**src/hw/rtl/imufos_pkg.sv**
```systemverilog
// imufos_pkg: shared types, register map and constants for the imu frame
// offset and stillness unit
// no dependencies

package imufos_pkg;

  localparam int unsigned CAL_FRAMES_DEF = 5;
  localparam int unsigned FRAME_LAST     = 13;
  localparam int unsigned DIV_SHIFT      = 24;
  localparam int unsigned ACC_W          = 19;
  localparam int unsigned MAG_W          = 18;
  localparam int unsigned PADDR_W        = 4;

  localparam logic [15:0] ACCEL_OFF_X_RST = 16'd161;
  localparam logic [15:0] ACCEL_OFF_Y_RST = 16'd0;
  localparam logic [15:0] ACCEL_OFF_Z_RST = 16'd1700;
  localparam logic [15:0] STILL_THR_RST   = 16'd15;

  typedef enum logic [1:0] {
    ACT_DATA = 2'd0,
    ACT_CAL  = 2'd1,
    ACT_EN   = 2'd2
  } action_e;

  typedef enum logic [1:0] {
    REG_ACCEL_OFF_X = 2'd0,
    REG_ACCEL_OFF_Y = 2'd1,
    REG_ACCEL_OFF_Z = 2'd2,
    REG_STILL_THR   = 2'd3
  } reg_idx_e;

  typedef struct packed {
    logic [15:0] accel_off_x;
    logic [15:0] accel_off_y;
    logic [15:0] accel_off_z;
    logic [15:0] still_thr;
  } cfg_t;

  typedef struct packed {
    logic                         start;
    logic [2:0][ACC_W-1:0]        acc;
  } cal_req_t;

endpackage

```
**src/hw/rtl/imufos_if.sv**
```systemverilog
// imufos_in_if / imufos_out_if: valid-ready channels for burst bytes and frame results
// no dependencies

interface imufos_in_if;
  logic       valid;
  logic       ready;
  logic [1:0] action;
  logic [7:0] data_byte;

  modport source(output valid, action, data_byte, input ready);
  modport sink(input valid, action, data_byte, output ready);
endinterface

interface imufos_out_if;
  logic               valid;
  logic               ready;
  logic signed [15:0] accel_x;
  logic signed [15:0] accel_y;
  logic signed [15:0] accel_z;
  logic signed [15:0] gyro_x;
  logic signed [15:0] gyro_y;
  logic signed [15:0] gyro_z;
  logic [15:0]        motion_sum;
  logic [15:0]        still_count;
  logic               offsets_on;

  modport source(output valid, accel_x, accel_y, accel_z, gyro_x, gyro_y, gyro_z,
                 motion_sum, still_count, offsets_on, input ready);
  modport sink(input valid, accel_x, accel_y, accel_z, gyro_x, gyro_y, gyro_z,
               motion_sum, still_count, offsets_on, output ready);
endinterface

```
**src/hw/rtl/imufos_cfg.sv**
```systemverilog
// imufos_cfg: apb register file for accel offsets and stillness threshold
// depends on imufos_pkg

module imufos_cfg
  import imufos_pkg::*;
(
  input  logic               clk_i,
  input  logic               rst_ni,
  input  logic               psel,
  input  logic               penable,
  input  logic               pwrite,
  input  logic [PADDR_W-1:0] paddr,
  input  logic [31:0]        pwdata,
  output logic [31:0]        prdata,
  output logic               pready,
  output cfg_t               cfg_o
);

  cfg_t     cfg_q, cfg_d;
  logic     wr_en;
  reg_idx_e idx;

  assign pready = 1'b1;
  assign wr_en  = psel & penable & pwrite;
  assign idx    = reg_idx_e'(paddr[3:2]);

  always_comb begin
    cfg_d = cfg_q;
    if (wr_en) begin
      case (idx)
        REG_ACCEL_OFF_X: cfg_d.accel_off_x = pwdata[15:0];
        REG_ACCEL_OFF_Y: cfg_d.accel_off_y = pwdata[15:0];
        REG_ACCEL_OFF_Z: cfg_d.accel_off_z = pwdata[15:0];
        REG_STILL_THR:   cfg_d.still_thr   = pwdata[15:0];
        default:         cfg_d             = cfg_q;
      endcase
    end
  end

  always_comb begin
    case (idx)
      REG_ACCEL_OFF_X: prdata = {16'd0, cfg_q.accel_off_x};
      REG_ACCEL_OFF_Y: prdata = {16'd0, cfg_q.accel_off_y};
      REG_ACCEL_OFF_Z: prdata = {16'd0, cfg_q.accel_off_z};
      REG_STILL_THR:   prdata = {16'd0, cfg_q.still_thr};
      default:         prdata = 32'd0;
    endcase
  end

  always_ff @(posedge clk_i or negedge rst_ni) begin
    if (!rst_ni) begin
      cfg_q.accel_off_x <= ACCEL_OFF_X_RST;
      cfg_q.accel_off_y <= ACCEL_OFF_Y_RST;
      cfg_q.accel_off_z <= ACCEL_OFF_Z_RST;
      cfg_q.still_thr   <= STILL_THR_RST;
    end else begin
      cfg_q <= cfg_d;
    end
  end

  assign cfg_o = cfg_q;

endmodule

```
**src/hw/rtl/imufos_div.sv**
```systemverilog
// imufos_div: two-stage constant divider turning gyro sums into stored gyro offsets
// depends on imufos_pkg

module imufos_div
  import imufos_pkg::*;
#(
  parameter int unsigned CalFrames = CAL_FRAMES_DEF
) (
  input  logic             clk_i,
  input  logic             rst_ni,
  input  cal_req_t         req_i,
  output logic [2:0][15:0] gyro_off_o
);

  localparam int unsigned RECIP_W = DIV_SHIFT + 1;
  localparam int unsigned PROD_W  = MAG_W + RECIP_W;
  localparam logic [RECIP_W-1:0] RECIP =
    RECIP_W'(((64'd1 << DIV_SHIFT) + 64'(CalFrames) - 64'd1) / 64'(CalFrames));

  logic [2:0][PROD_W-1:0] prod_q, prod_d;
  logic [2:0]             neg_q, neg_d;
  logic                   stage_q;
  logic [2:0][15:0]       off_q, off_d;
  logic [2:0][MAG_W-1:0]  mag;
  logic [2:0][MAG_W-1:0]  quo;

  always_comb begin
    for (int i = 0; i < 3; i++) begin
      neg_d[i] = req_i.acc[i][ACC_W-1];
      mag[i]   = neg_d[i] ? MAG_W'(-req_i.acc[i]) : MAG_W'(req_i.acc[i]);
      prod_d[i] = PROD_W'(mag[i]) * PROD_W'(RECIP);
    end
  end

  always_comb begin
    off_d = off_q;
    for (int i = 0; i < 3; i++) begin
      quo[i] = prod_q[i][DIV_SHIFT +: MAG_W];
      if (stage_q) begin
        off_d[i] = neg_q[i] ? 16'(-quo[i]) : quo[i][15:0];
      end
    end
  end

  always_ff @(posedge clk_i) begin
    if (req_i.start) begin
      prod_q <= prod_d;
      neg_q  <= neg_d;
    end
  end

  always_ff @(posedge clk_i or negedge rst_ni) begin
    if (!rst_ni) begin
      stage_q <= 1'b0;
      off_q   <= '0;
    end else begin
      stage_q <= req_i.start;
      off_q   <= off_d;
    end
  end

  assign gyro_off_o = off_q;

endmodule

```
**src/hw/rtl/imufos_core.sv**
```systemverilog
// imufos_core: input stage, burst assembly, offset correction, motion and stillness
// tracking, calibration accumulation and result register
// depends on imufos_pkg, imufos_if

module imufos_core
  import imufos_pkg::*;
#(
  parameter int unsigned CalFrames = CAL_FRAMES_DEF
) (
  input  logic                 clk_i,
  input  logic                 rst_ni,
  imufos_in_if.sink            in_i,
  imufos_out_if.source         out_o,
  input  cfg_t                 cfg_i,
  input  logic [2:0][15:0]     gyro_off_i,
  output cal_req_t             cal_req_o
);

  // input stage
  logic       s1_valid_q;
  logic [1:0] s1_action_q;
  logic [7:0] s1_byte_q;
  logic       out_free, s1_adv, in_xfer;

  // frame state
  logic [7:0]              frame_q [FRAME_LAST];
  logic [3:0]              pos_q, pos_d;
  logic [2:0][15:0]        prev_q, prev_d;
  logic                    off_en_q, off_en_d;
  logic [15:0]             still_q, still_d;
  logic                    cal_q, cal_d;
  logic [2:0]              seen_q, seen_d, seen_inc;
  logic [2:0][ACC_W-1:0]   acc_q, acc_d;
  logic                    done_q, done_d;
  logic                    byte_wr;

  // result register
  logic                    out_valid_q, out_valid_d, load;
  logic [15:0]             ax, ay, az;
  logic [2:0][15:0]        raw, g;
  logic [2:0][16:0]        diff, absd;
  logic [17:0]             sum_w;
  logic [15:0]             sum16;

  assign out_free = !out_valid_q || out_o.ready;
  assign s1_adv   = s1_valid_q && out_free;
  assign in_i.ready = !s1_valid_q || s1_adv;
  assign in_xfer  = in_i.valid && in_i.ready;

  always_comb begin
    ay = {frame_q[0], frame_q[1]};
    ax = {frame_q[2], frame_q[3]};
    az = {frame_q[4], frame_q[5]};
    raw[1] = {frame_q[8], frame_q[9]};
    raw[0] = {frame_q[10], frame_q[11]};
    raw[2] = {frame_q[12], s1_byte_q};
    g = raw;
    if (off_en_q) begin
      ax = ax - cfg_i.accel_off_x;
      ay = ay - cfg_i.accel_off_y;
      az = az - cfg_i.accel_off_z;
      for (int i = 0; i < 3; i++) begin
        g[i] = raw[i] - gyro_off_i[i];
      end
    end
    sum_w = '0;
    for (int i = 0; i < 3; i++) begin
      diff[i] = {prev_q[i][15], prev_q[i]} - {g[i][15], g[i]};
      absd[i] = diff[i][16] ? 17'(-diff[i]) : diff[i];
      sum_w   = sum_w + 18'(absd[i]);
    end
    sum16 = sum_w[15:0];
  end

  assign seen_inc = seen_q + 3'd1;

  always_comb begin
    pos_d    = pos_q;
    prev_d   = prev_q;
    off_en_d = off_en_q;
    still_d  = still_q;
    cal_d    = cal_q;
    seen_d   = seen_q;
    acc_d    = acc_q;
    done_d   = 1'b0;
    byte_wr  = 1'b0;
    load     = 1'b0;
    if (s1_adv) begin
      case (s1_action_q)
        ACT_CAL: begin
          off_en_d = 1'b0;
          cal_d    = 1'b1;
          seen_d   = '0;
          acc_d    = '0;
        end
        ACT_EN: begin
          off_en_d = 1'b1;
        end
        ACT_DATA: begin
          if (pos_q >= 4'(FRAME_LAST)) begin
            pos_d  = '0;
            load   = 1'b1;
            prev_d = g;
            if (sum16 < cfg_i.still_thr) begin
              if (still_q != 16'hFFFF) begin
                still_d = still_q + 16'd1;
              end
            end else begin
              still_d = '0;
            end
            if (cal_q) begin
              for (int i = 0; i < 3; i++) begin
                acc_d[i] = acc_q[i] + {{(ACC_W-16){raw[i][15]}}, raw[i]};
              end
              seen_d = seen_inc;
              if (32'(seen_inc) >= CalFrames) begin
                done_d   = 1'b1;
                off_en_d = 1'b1;
                cal_d    = 1'b0;
                seen_d   = '0;
              end
            end
          end else begin
            byte_wr = 1'b1;
            pos_d   = pos_q + 4'd1;
          end
        end
        default: begin
          pos_d = pos_q;
        end
      endcase
    end
  end

  always_comb begin
    out_valid_d = out_valid_q && !out_o.ready;
    if (load) begin
      out_valid_d = 1'b1;
    end
  end

  always_ff @(posedge clk_i) begin
    if (in_xfer) begin
      s1_action_q <= in_i.action;
      s1_byte_q   <= in_i.data_byte;
    end
    if (byte_wr) begin
      frame_q[pos_q] <= s1_byte_q;
    end
    if (load) begin
      out_o.accel_x     <= ax;
      out_o.accel_y     <= ay;
      out_o.accel_z     <= az;
      out_o.gyro_x      <= g[0];
      out_o.gyro_y      <= g[1];
      out_o.gyro_z      <= g[2];
      out_o.motion_sum  <= sum16;
      out_o.still_count <= still_d;
      out_o.offsets_on  <= off_en_q;
    end
  end

  always_ff @(posedge clk_i or negedge rst_ni) begin
    if (!rst_ni) begin
      s1_valid_q  <= 1'b0;
      out_valid_q <= 1'b0;
      pos_q       <= '0;
      prev_q      <= '0;
      off_en_q    <= 1'b0;
      still_q     <= '0;
      cal_q       <= 1'b0;
      seen_q      <= '0;
      acc_q       <= '0;
      done_q      <= 1'b0;
    end else begin
      s1_valid_q  <= in_xfer || (s1_valid_q && !s1_adv);
      out_valid_q <= out_valid_d;
      pos_q       <= pos_d;
      prev_q      <= prev_d;
      off_en_q    <= off_en_d;
      still_q     <= still_d;
      cal_q       <= cal_d;
      seen_q      <= seen_d;
      acc_q       <= acc_d;
      done_q      <= done_d;
    end
  end

  assign out_o.valid     = out_valid_q;
  assign cal_req_o.start = done_q;
  assign cal_req_o.acc   = acc_q;

endmodule

```
**src/hw/rtl/imu_frame_offset_stillness_unit.sv**
```systemverilog
// imu_frame_offset_stillness_unit: top level of the imu burst assembler with offsets,
// stillness count and gyro calibration
// depends on imufos_pkg, imufos_if, imufos_cfg, imufos_div, imufos_core
//
//   channel  | dir | transfer content
//   in_i     | in  | action, data_byte
//   out_o    | out | accel xyz, gyro xyz, motion_sum, still_count, offsets_on
//   apb      | in  | accel offsets xyz, stillness threshold
//
// one item per cycle unless stalled: each item is registered in the input register, then its
// result (for the last burst byte) is written into the output register
// a full output register that is not taken stalls the input register and in_i
// gyro offsets settle after the last calibration frame, registered in done_q, prod_q and off_q
// reset is asynchronous and clears all control and tracking state

module imu_frame_offset_stillness_unit
  import imufos_pkg::*;
#(
  parameter int unsigned CalFrames = CAL_FRAMES_DEF
) (
  input  logic               clk_i,
  input  logic               rst_ni,
  imufos_in_if.sink          in_i,
  imufos_out_if.source       out_o,
  input  logic               psel,
  input  logic               penable,
  input  logic               pwrite,
  input  logic [PADDR_W-1:0] paddr,
  input  logic [31:0]        pwdata,
  output logic [31:0]        prdata,
  output logic               pready
);

  cfg_t             cfg;
  cal_req_t         cal_req;
  logic [2:0][15:0] gyro_off;

  imufos_cfg u_cfg (
    .clk_i   (clk_i),
    .rst_ni  (rst_ni),
    .psel    (psel),
    .penable (penable),
    .pwrite  (pwrite),
    .paddr   (paddr),
    .pwdata  (pwdata),
    .prdata  (prdata),
    .pready  (pready),
    .cfg_o   (cfg)
  );

  imufos_div #(
    .CalFrames (CalFrames)
  ) u_div (
    .clk_i      (clk_i),
    .rst_ni     (rst_ni),
    .req_i      (cal_req),
    .gyro_off_o (gyro_off)
  );

  imufos_core #(
    .CalFrames (CalFrames)
  ) u_core (
    .clk_i      (clk_i),
    .rst_ni     (rst_ni),
    .in_i       (in_i),
    .out_o      (out_o),
    .cfg_i      (cfg),
    .gyro_off_i (gyro_off),
    .cal_req_o  (cal_req)
  );

endmodule
```
**src/flat_wrapper.sv**
```systemverilog
// flat-port wrapper written by rule: the top's interface ports become plain ports
module imu_frame_offset_stillness_unit_flat import imufos_pkg::*;
#(
  parameter int unsigned CalFrames = CAL_FRAMES_DEF
)
  (clk_i, rst_ni, psel, penable, pwrite, paddr, pwdata, prdata, pready, in_i_valid, in_i_action, in_i_data_byte, in_i_ready, out_o_valid, out_o_accel_x, out_o_accel_y, out_o_accel_z, out_o_gyro_x, out_o_gyro_y, out_o_gyro_z, out_o_motion_sum, out_o_still_count, out_o_offsets_on, out_o_ready);
  imufos_in_if in_i_i ();
  imufos_out_if out_o_i ();
  input  logic clk_i;
  input  logic rst_ni;
  input  logic psel;
  input  logic penable;
  input  logic pwrite;
  input  logic [PADDR_W-1:0] paddr;
  input  logic [31:0] pwdata;
  output logic [31:0] prdata;
  output logic pready;
  input wire logic [$bits(in_i_i.valid)-1:0] in_i_valid;
  input wire logic [$bits(in_i_i.action)-1:0] in_i_action;
  input wire logic [$bits(in_i_i.data_byte)-1:0] in_i_data_byte;
  output wire logic [$bits(in_i_i.ready)-1:0] in_i_ready;
  output wire logic [$bits(out_o_i.valid)-1:0] out_o_valid;
  output wire logic [$bits(out_o_i.accel_x)-1:0] out_o_accel_x;
  output wire logic [$bits(out_o_i.accel_y)-1:0] out_o_accel_y;
  output wire logic [$bits(out_o_i.accel_z)-1:0] out_o_accel_z;
  output wire logic [$bits(out_o_i.gyro_x)-1:0] out_o_gyro_x;
  output wire logic [$bits(out_o_i.gyro_y)-1:0] out_o_gyro_y;
  output wire logic [$bits(out_o_i.gyro_z)-1:0] out_o_gyro_z;
  output wire logic [$bits(out_o_i.motion_sum)-1:0] out_o_motion_sum;
  output wire logic [$bits(out_o_i.still_count)-1:0] out_o_still_count;
  output wire logic [$bits(out_o_i.offsets_on)-1:0] out_o_offsets_on;
  input wire logic [$bits(out_o_i.ready)-1:0] out_o_ready;
  assign in_i_i.valid = in_i_valid;
  assign in_i_i.action = in_i_action;
  assign in_i_i.data_byte = in_i_data_byte;
  assign in_i_ready = in_i_i.ready;
  assign out_o_valid = out_o_i.valid;
  assign out_o_accel_x = out_o_i.accel_x;
  assign out_o_accel_y = out_o_i.accel_y;
  assign out_o_accel_z = out_o_i.accel_z;
  assign out_o_gyro_x = out_o_i.gyro_x;
  assign out_o_gyro_y = out_o_i.gyro_y;
  assign out_o_gyro_z = out_o_i.gyro_z;
  assign out_o_motion_sum = out_o_i.motion_sum;
  assign out_o_still_count = out_o_i.still_count;
  assign out_o_offsets_on = out_o_i.offsets_on;
  assign out_o_i.ready = out_o_ready;
  imu_frame_offset_stillness_unit #(.CalFrames(CalFrames)) u_core (.clk_i(clk_i), .rst_ni(rst_ni), .in_i(in_i_i), .out_o(out_o_i), .psel(psel), .penable(penable), .pwrite(pwrite), .paddr(paddr), .pwdata(pwdata), .prdata(prdata), .pready(pready));
endmodule
```
**config.mk**
```make
export PLATFORM = sky130hd
export DESIGN_NAME = imu_frame_offset_stillness_unit_flat
export DESIGN_NICKNAME = d
export VERILOG_FILES = /design/src/hw/rtl/imufos_pkg.sv /design/src/hw/rtl/imufos_if.sv /design/src/hw/rtl/imufos_cfg.sv /design/src/hw/rtl/imufos_div.sv /design/src/hw/rtl/imufos_core.sv /design/src/hw/rtl/imu_frame_offset_stillness_unit.sv /design/src/flat_wrapper.sv
export SDC_FILE = /design/constraint.sdc
export NUM_CORES = 2
export LEC_CHECK = 0
export BUFFER_PORTS_ARGS = -buffer_cell sky130_fd_sc_hd__buf_2
export CELL_PAD_IN_SITES_DETAIL_PLACEMENT = 1
export CELL_PAD_IN_SITES_GLOBAL_PLACEMENT = 2
export CORE_ASPECT_RATIO = 1.25
export CORE_MARGIN = 5
export CORE_UTILIZATION = 30
export CTS_CLUSTER_SIZE = 24
export DETAILED_ROUTE_END_ITERATION = 12
export GPL_TIMING_DRIVEN = 0
export PLACE_DENSITY = 0.68
export SYNTH_ARGS = -nofsm -noshare
export SYNTH_HDL_FRONTEND = slang
export SYNTH_SLANG_ARGS = --single-unit
export TNS_END_PERCENT = 1
```
**constraint.sdc**
```tcl
create_clock -name clk_i -period 13.32 [get_ports clk_i]
set_clock_uncertainty 0.05 [all_clocks]
set_input_delay 1.998 -clock clk_i [delete_from_list [all_inputs] [get_ports clk_i]]
set_output_delay 1.998 -clock clk_i [all_outputs]
set_load 0.05 [all_outputs]
```
==> reports/metrics.cfg <==
[worst_setup_path]
critical_path_buf_inv_count = 3
worst-setup-path-type = register to register
cp-end-kind = register
cp_top_family = compound AO/OA/AOI/OAI gates
crit_slowest_cell = edfxtp_1
critPathMaxFanout = 14
cpPeakStageDelay_ps = 1330
startpoint_type = register
cp.required_ps = 13750
cp.arrival_ps = 11910

[route]
drt_wl_total_um = 144000
vias_per_cell = 4.85
vias = 33400
ant_nets = 0
dr.pass1.iters = 5
wl_per_cell_um = 20.9
route.detailed.drc = 0
drt-initial-drc-count = 1404

[clock_tree]
cts_sinks = 524
cts_tree = built
clkTransAtPathRegs_ps = 70
cts_inserted_buffers = 57
cts_hold_buffers = 0
cts_setup_buffers = 0
clockBufferDepth = 3
clkLatencyLatePin_ps = 670
h-tree-depth = 2
clock-root-buffer = clkbuf_16
post_cts_resized = 0

[grt]
grt_pass1_vias = 36000
grt_overflow = 0
use_met1 = 0.214
use_met3 = 0.0134
grt_pass1_wl_um = 221000
grt_use_met2 = 0.339
grt_antenna_before_repair = 4
grt_usage = 0.178
grt_start_max_net_pins = 106
top_usage_layer = met2

[sta]
finalHoldViolCount = 0
worst_pin_slew_ps = 1480
fmax_mhz = 87.1
holdWs_ps = 439
relSlewSlack = 0.0134
period_share = 0.862
period_minus_slack_ps = 11490
drv_slew = 0
setup_viol = 0
rsz0062_at_grt = false
setup-tns-final_ps = 0

[final_layout]
layout_commonest_cell = inv_1
fin_nets = 5799
mostFrequentLayoutCells = 712 x inv_1, 631 x ha_1, 326 x nand2_1
utilization = 0.340
drive_gt1_frac = 0.0907
syn2layout_area_growth_pct = 12.7

[floorplan]
die_h_um = 447
start_util = 0.302
core_um2 = 152000
dieArea_um2 = 161000
rows = 160
die_x_um = 360
pin_count = 217

[place]
hpwl_um = 119000
numPortBuffers = 179
gp_congestion = 0.845

[yosys]
synthFlopType = edfxtp_1
avgSynthCellArea_um2 = 10.1
async_flop_share = 0.469
yosysWarningCount = 0
yosysUniqueCellTypes = 83
synth-seq-area-share = 0.317
synth_edf_count = 278
syn_inst = 4545
synth-seq-cells = 524
netlist_area_um2 = 45800

[flow_run]
maxCapViolations = 0

[status]
status = completed

[hold_path]
hp-class = register to register

[cell families after synthesis]
| family | share of synthesized area |
|---|---|
| AOI/OAI and AO/OA | 0.116 |
| xor gates and xnor gates | 0.0632 |
| adders and majority gates | 0.305 |
| buffers and inverters | 0.0679 |
| DFF | 0.317 |
| muxes | 0.0297 |
| other | 0.000164 |
| and+or+nand+nor | 0.101 |
[sequential cells by signal, indices dropped and copies added (netlist names), 2 cells and up]
signal and flops:
u_core.u_core.out_o.still_count 16, u_core.u_core.out_o.accel_x 16, u_core.u_core.prev_q 48, u_core.u_div.prod_q 48, u_core.u_core.s1_action_q 2, u_core.u_core.seen_q 3, u_core.u_core.pos_q 4, u_core.u_div.gyro_off_o 48
u_core.u_core.out_o.motion_sum 16, u_core.u_core.still_q 16, u_core.u_core.out_o.gyro_z 16, u_core.u_core.frame_q 88, u_core.u_div.neg_q 3, u_core.u_cfg.cfg_o 64, u_core.u_core.out_o.accel_z 16, u_core.u_core.out_o.gyro_y 16
u_core.u_core.s1_byte_q 8, u_core.u_core.out_o.gyro_x 16, u_core.u_core.cal_req_o 57, u_core.u_core.out_o.accel_y 16
[cell type report]
class,count,area [µm²]
Fill cell,17300,100000
Multi-Input combinational cell,3224,28300
Sequential cell,524,14500
Inverter,713,2680
Tap cell,2025,2530
Clock buffer,84,1770
Timing Repair Buffer,192,1150
Buffer,99,437
Clock inverter,24,278
Antenna cell,4,10.0
[routing by layer]
| metal | share of wire | routed length [µm] |
|---|---|---|
| met1 | 0.42 | 60600 |
| met2 | 0.53 | 75900 |
| met3 | 0.021 | 3020 |
| met4 | 0.030 | 4300 |
| met5 | 0 | 0 |
[worst register-to-register path, delay by kind of cell, from the launching register on]
family                   cells  cell delay, ps
AO/OA/AOI/OAI               20            5070
adder cells (fa/ha/maj)      5            1940
AND/OR/NAND/NOR              7            1800
flip-flops                   1            1330
buffers and inverters        3             550
XOR/XNOR                     2             290
multiplexers                 1             280
[metrics by stage]
step / worst slack, ps / instance area, µm² / cells
global route: 1070 / 51600 / 6886
CTS: 1640 / 51600 / 6884
global placement: 1410 / 49300 / 6764
finish: 1830 / 51600 / 6889
detailed placement: 1650 / 49600 / 6776
floorplan: 4450 / 45900 / 4560
[cells in the mapped netlist, drive strengths merged (68+ instances only)]
| library cell | n | area, µm² |
|---|---|---|
| a21o | 72 | 541 |
| a21oi | 219 | 1100 |
| clkbuf | 68 | 255 |
| dfrtp | 234 | 5860 |
| edfxtp | 278 | 8350 |
| fa | 304 | 6090 |
| ha | 631 | 7900 |
| inv | 712 | 2670 |
| nand2 | 326 | 1220 |
| nor2 | 248 | 931 |
| nor3 | 83 | 415 |
| o21ai | 258 | 1290 |
| xnor2 | 199 | 1740 |
| xor2 | 129 | 1130 |
[path summary, 6_finish.rpt]
kind,startpoint,slack [ps],cells past startpoint,to
worst max-delay path,u_core.u_core.s1_byte_q[3]$_DFFE_PP_,1830,38,u_core.u_core.out_o.still_count[11]$_DFFE_PP_
worst min-delay path,u_core.u_core.prev_q[23]$_DFFE_PN0P_,440,2,u_core.u_core.prev_q[23]$_DFFE_PN0P_
worst max register to register,u_core.u_core.s1_byte_q[3]$_DFFE_PP_,1830,38,u_core.u_core.out_o.still_count[11]$_DFFE_PP_
worst min register to register,u_core.u_core.prev_q[23]$_DFFE_PN0P_,440,2,u_core.u_core.prev_q[23]$_DFFE_PN0P_
max in group asynchronous,rst_ni,10500,3,u_core.u_core.cal_req_o[24]$_DFFE_PN0P_
min in group asynchronous,rst_ni,1200,1,u_core.u_cfg.cfg_o[33]$_DFFE_PN0P_
Power is not shown: default switching activity piles up to over one toggle a cycle in this logic, so the estimate is an artifact.
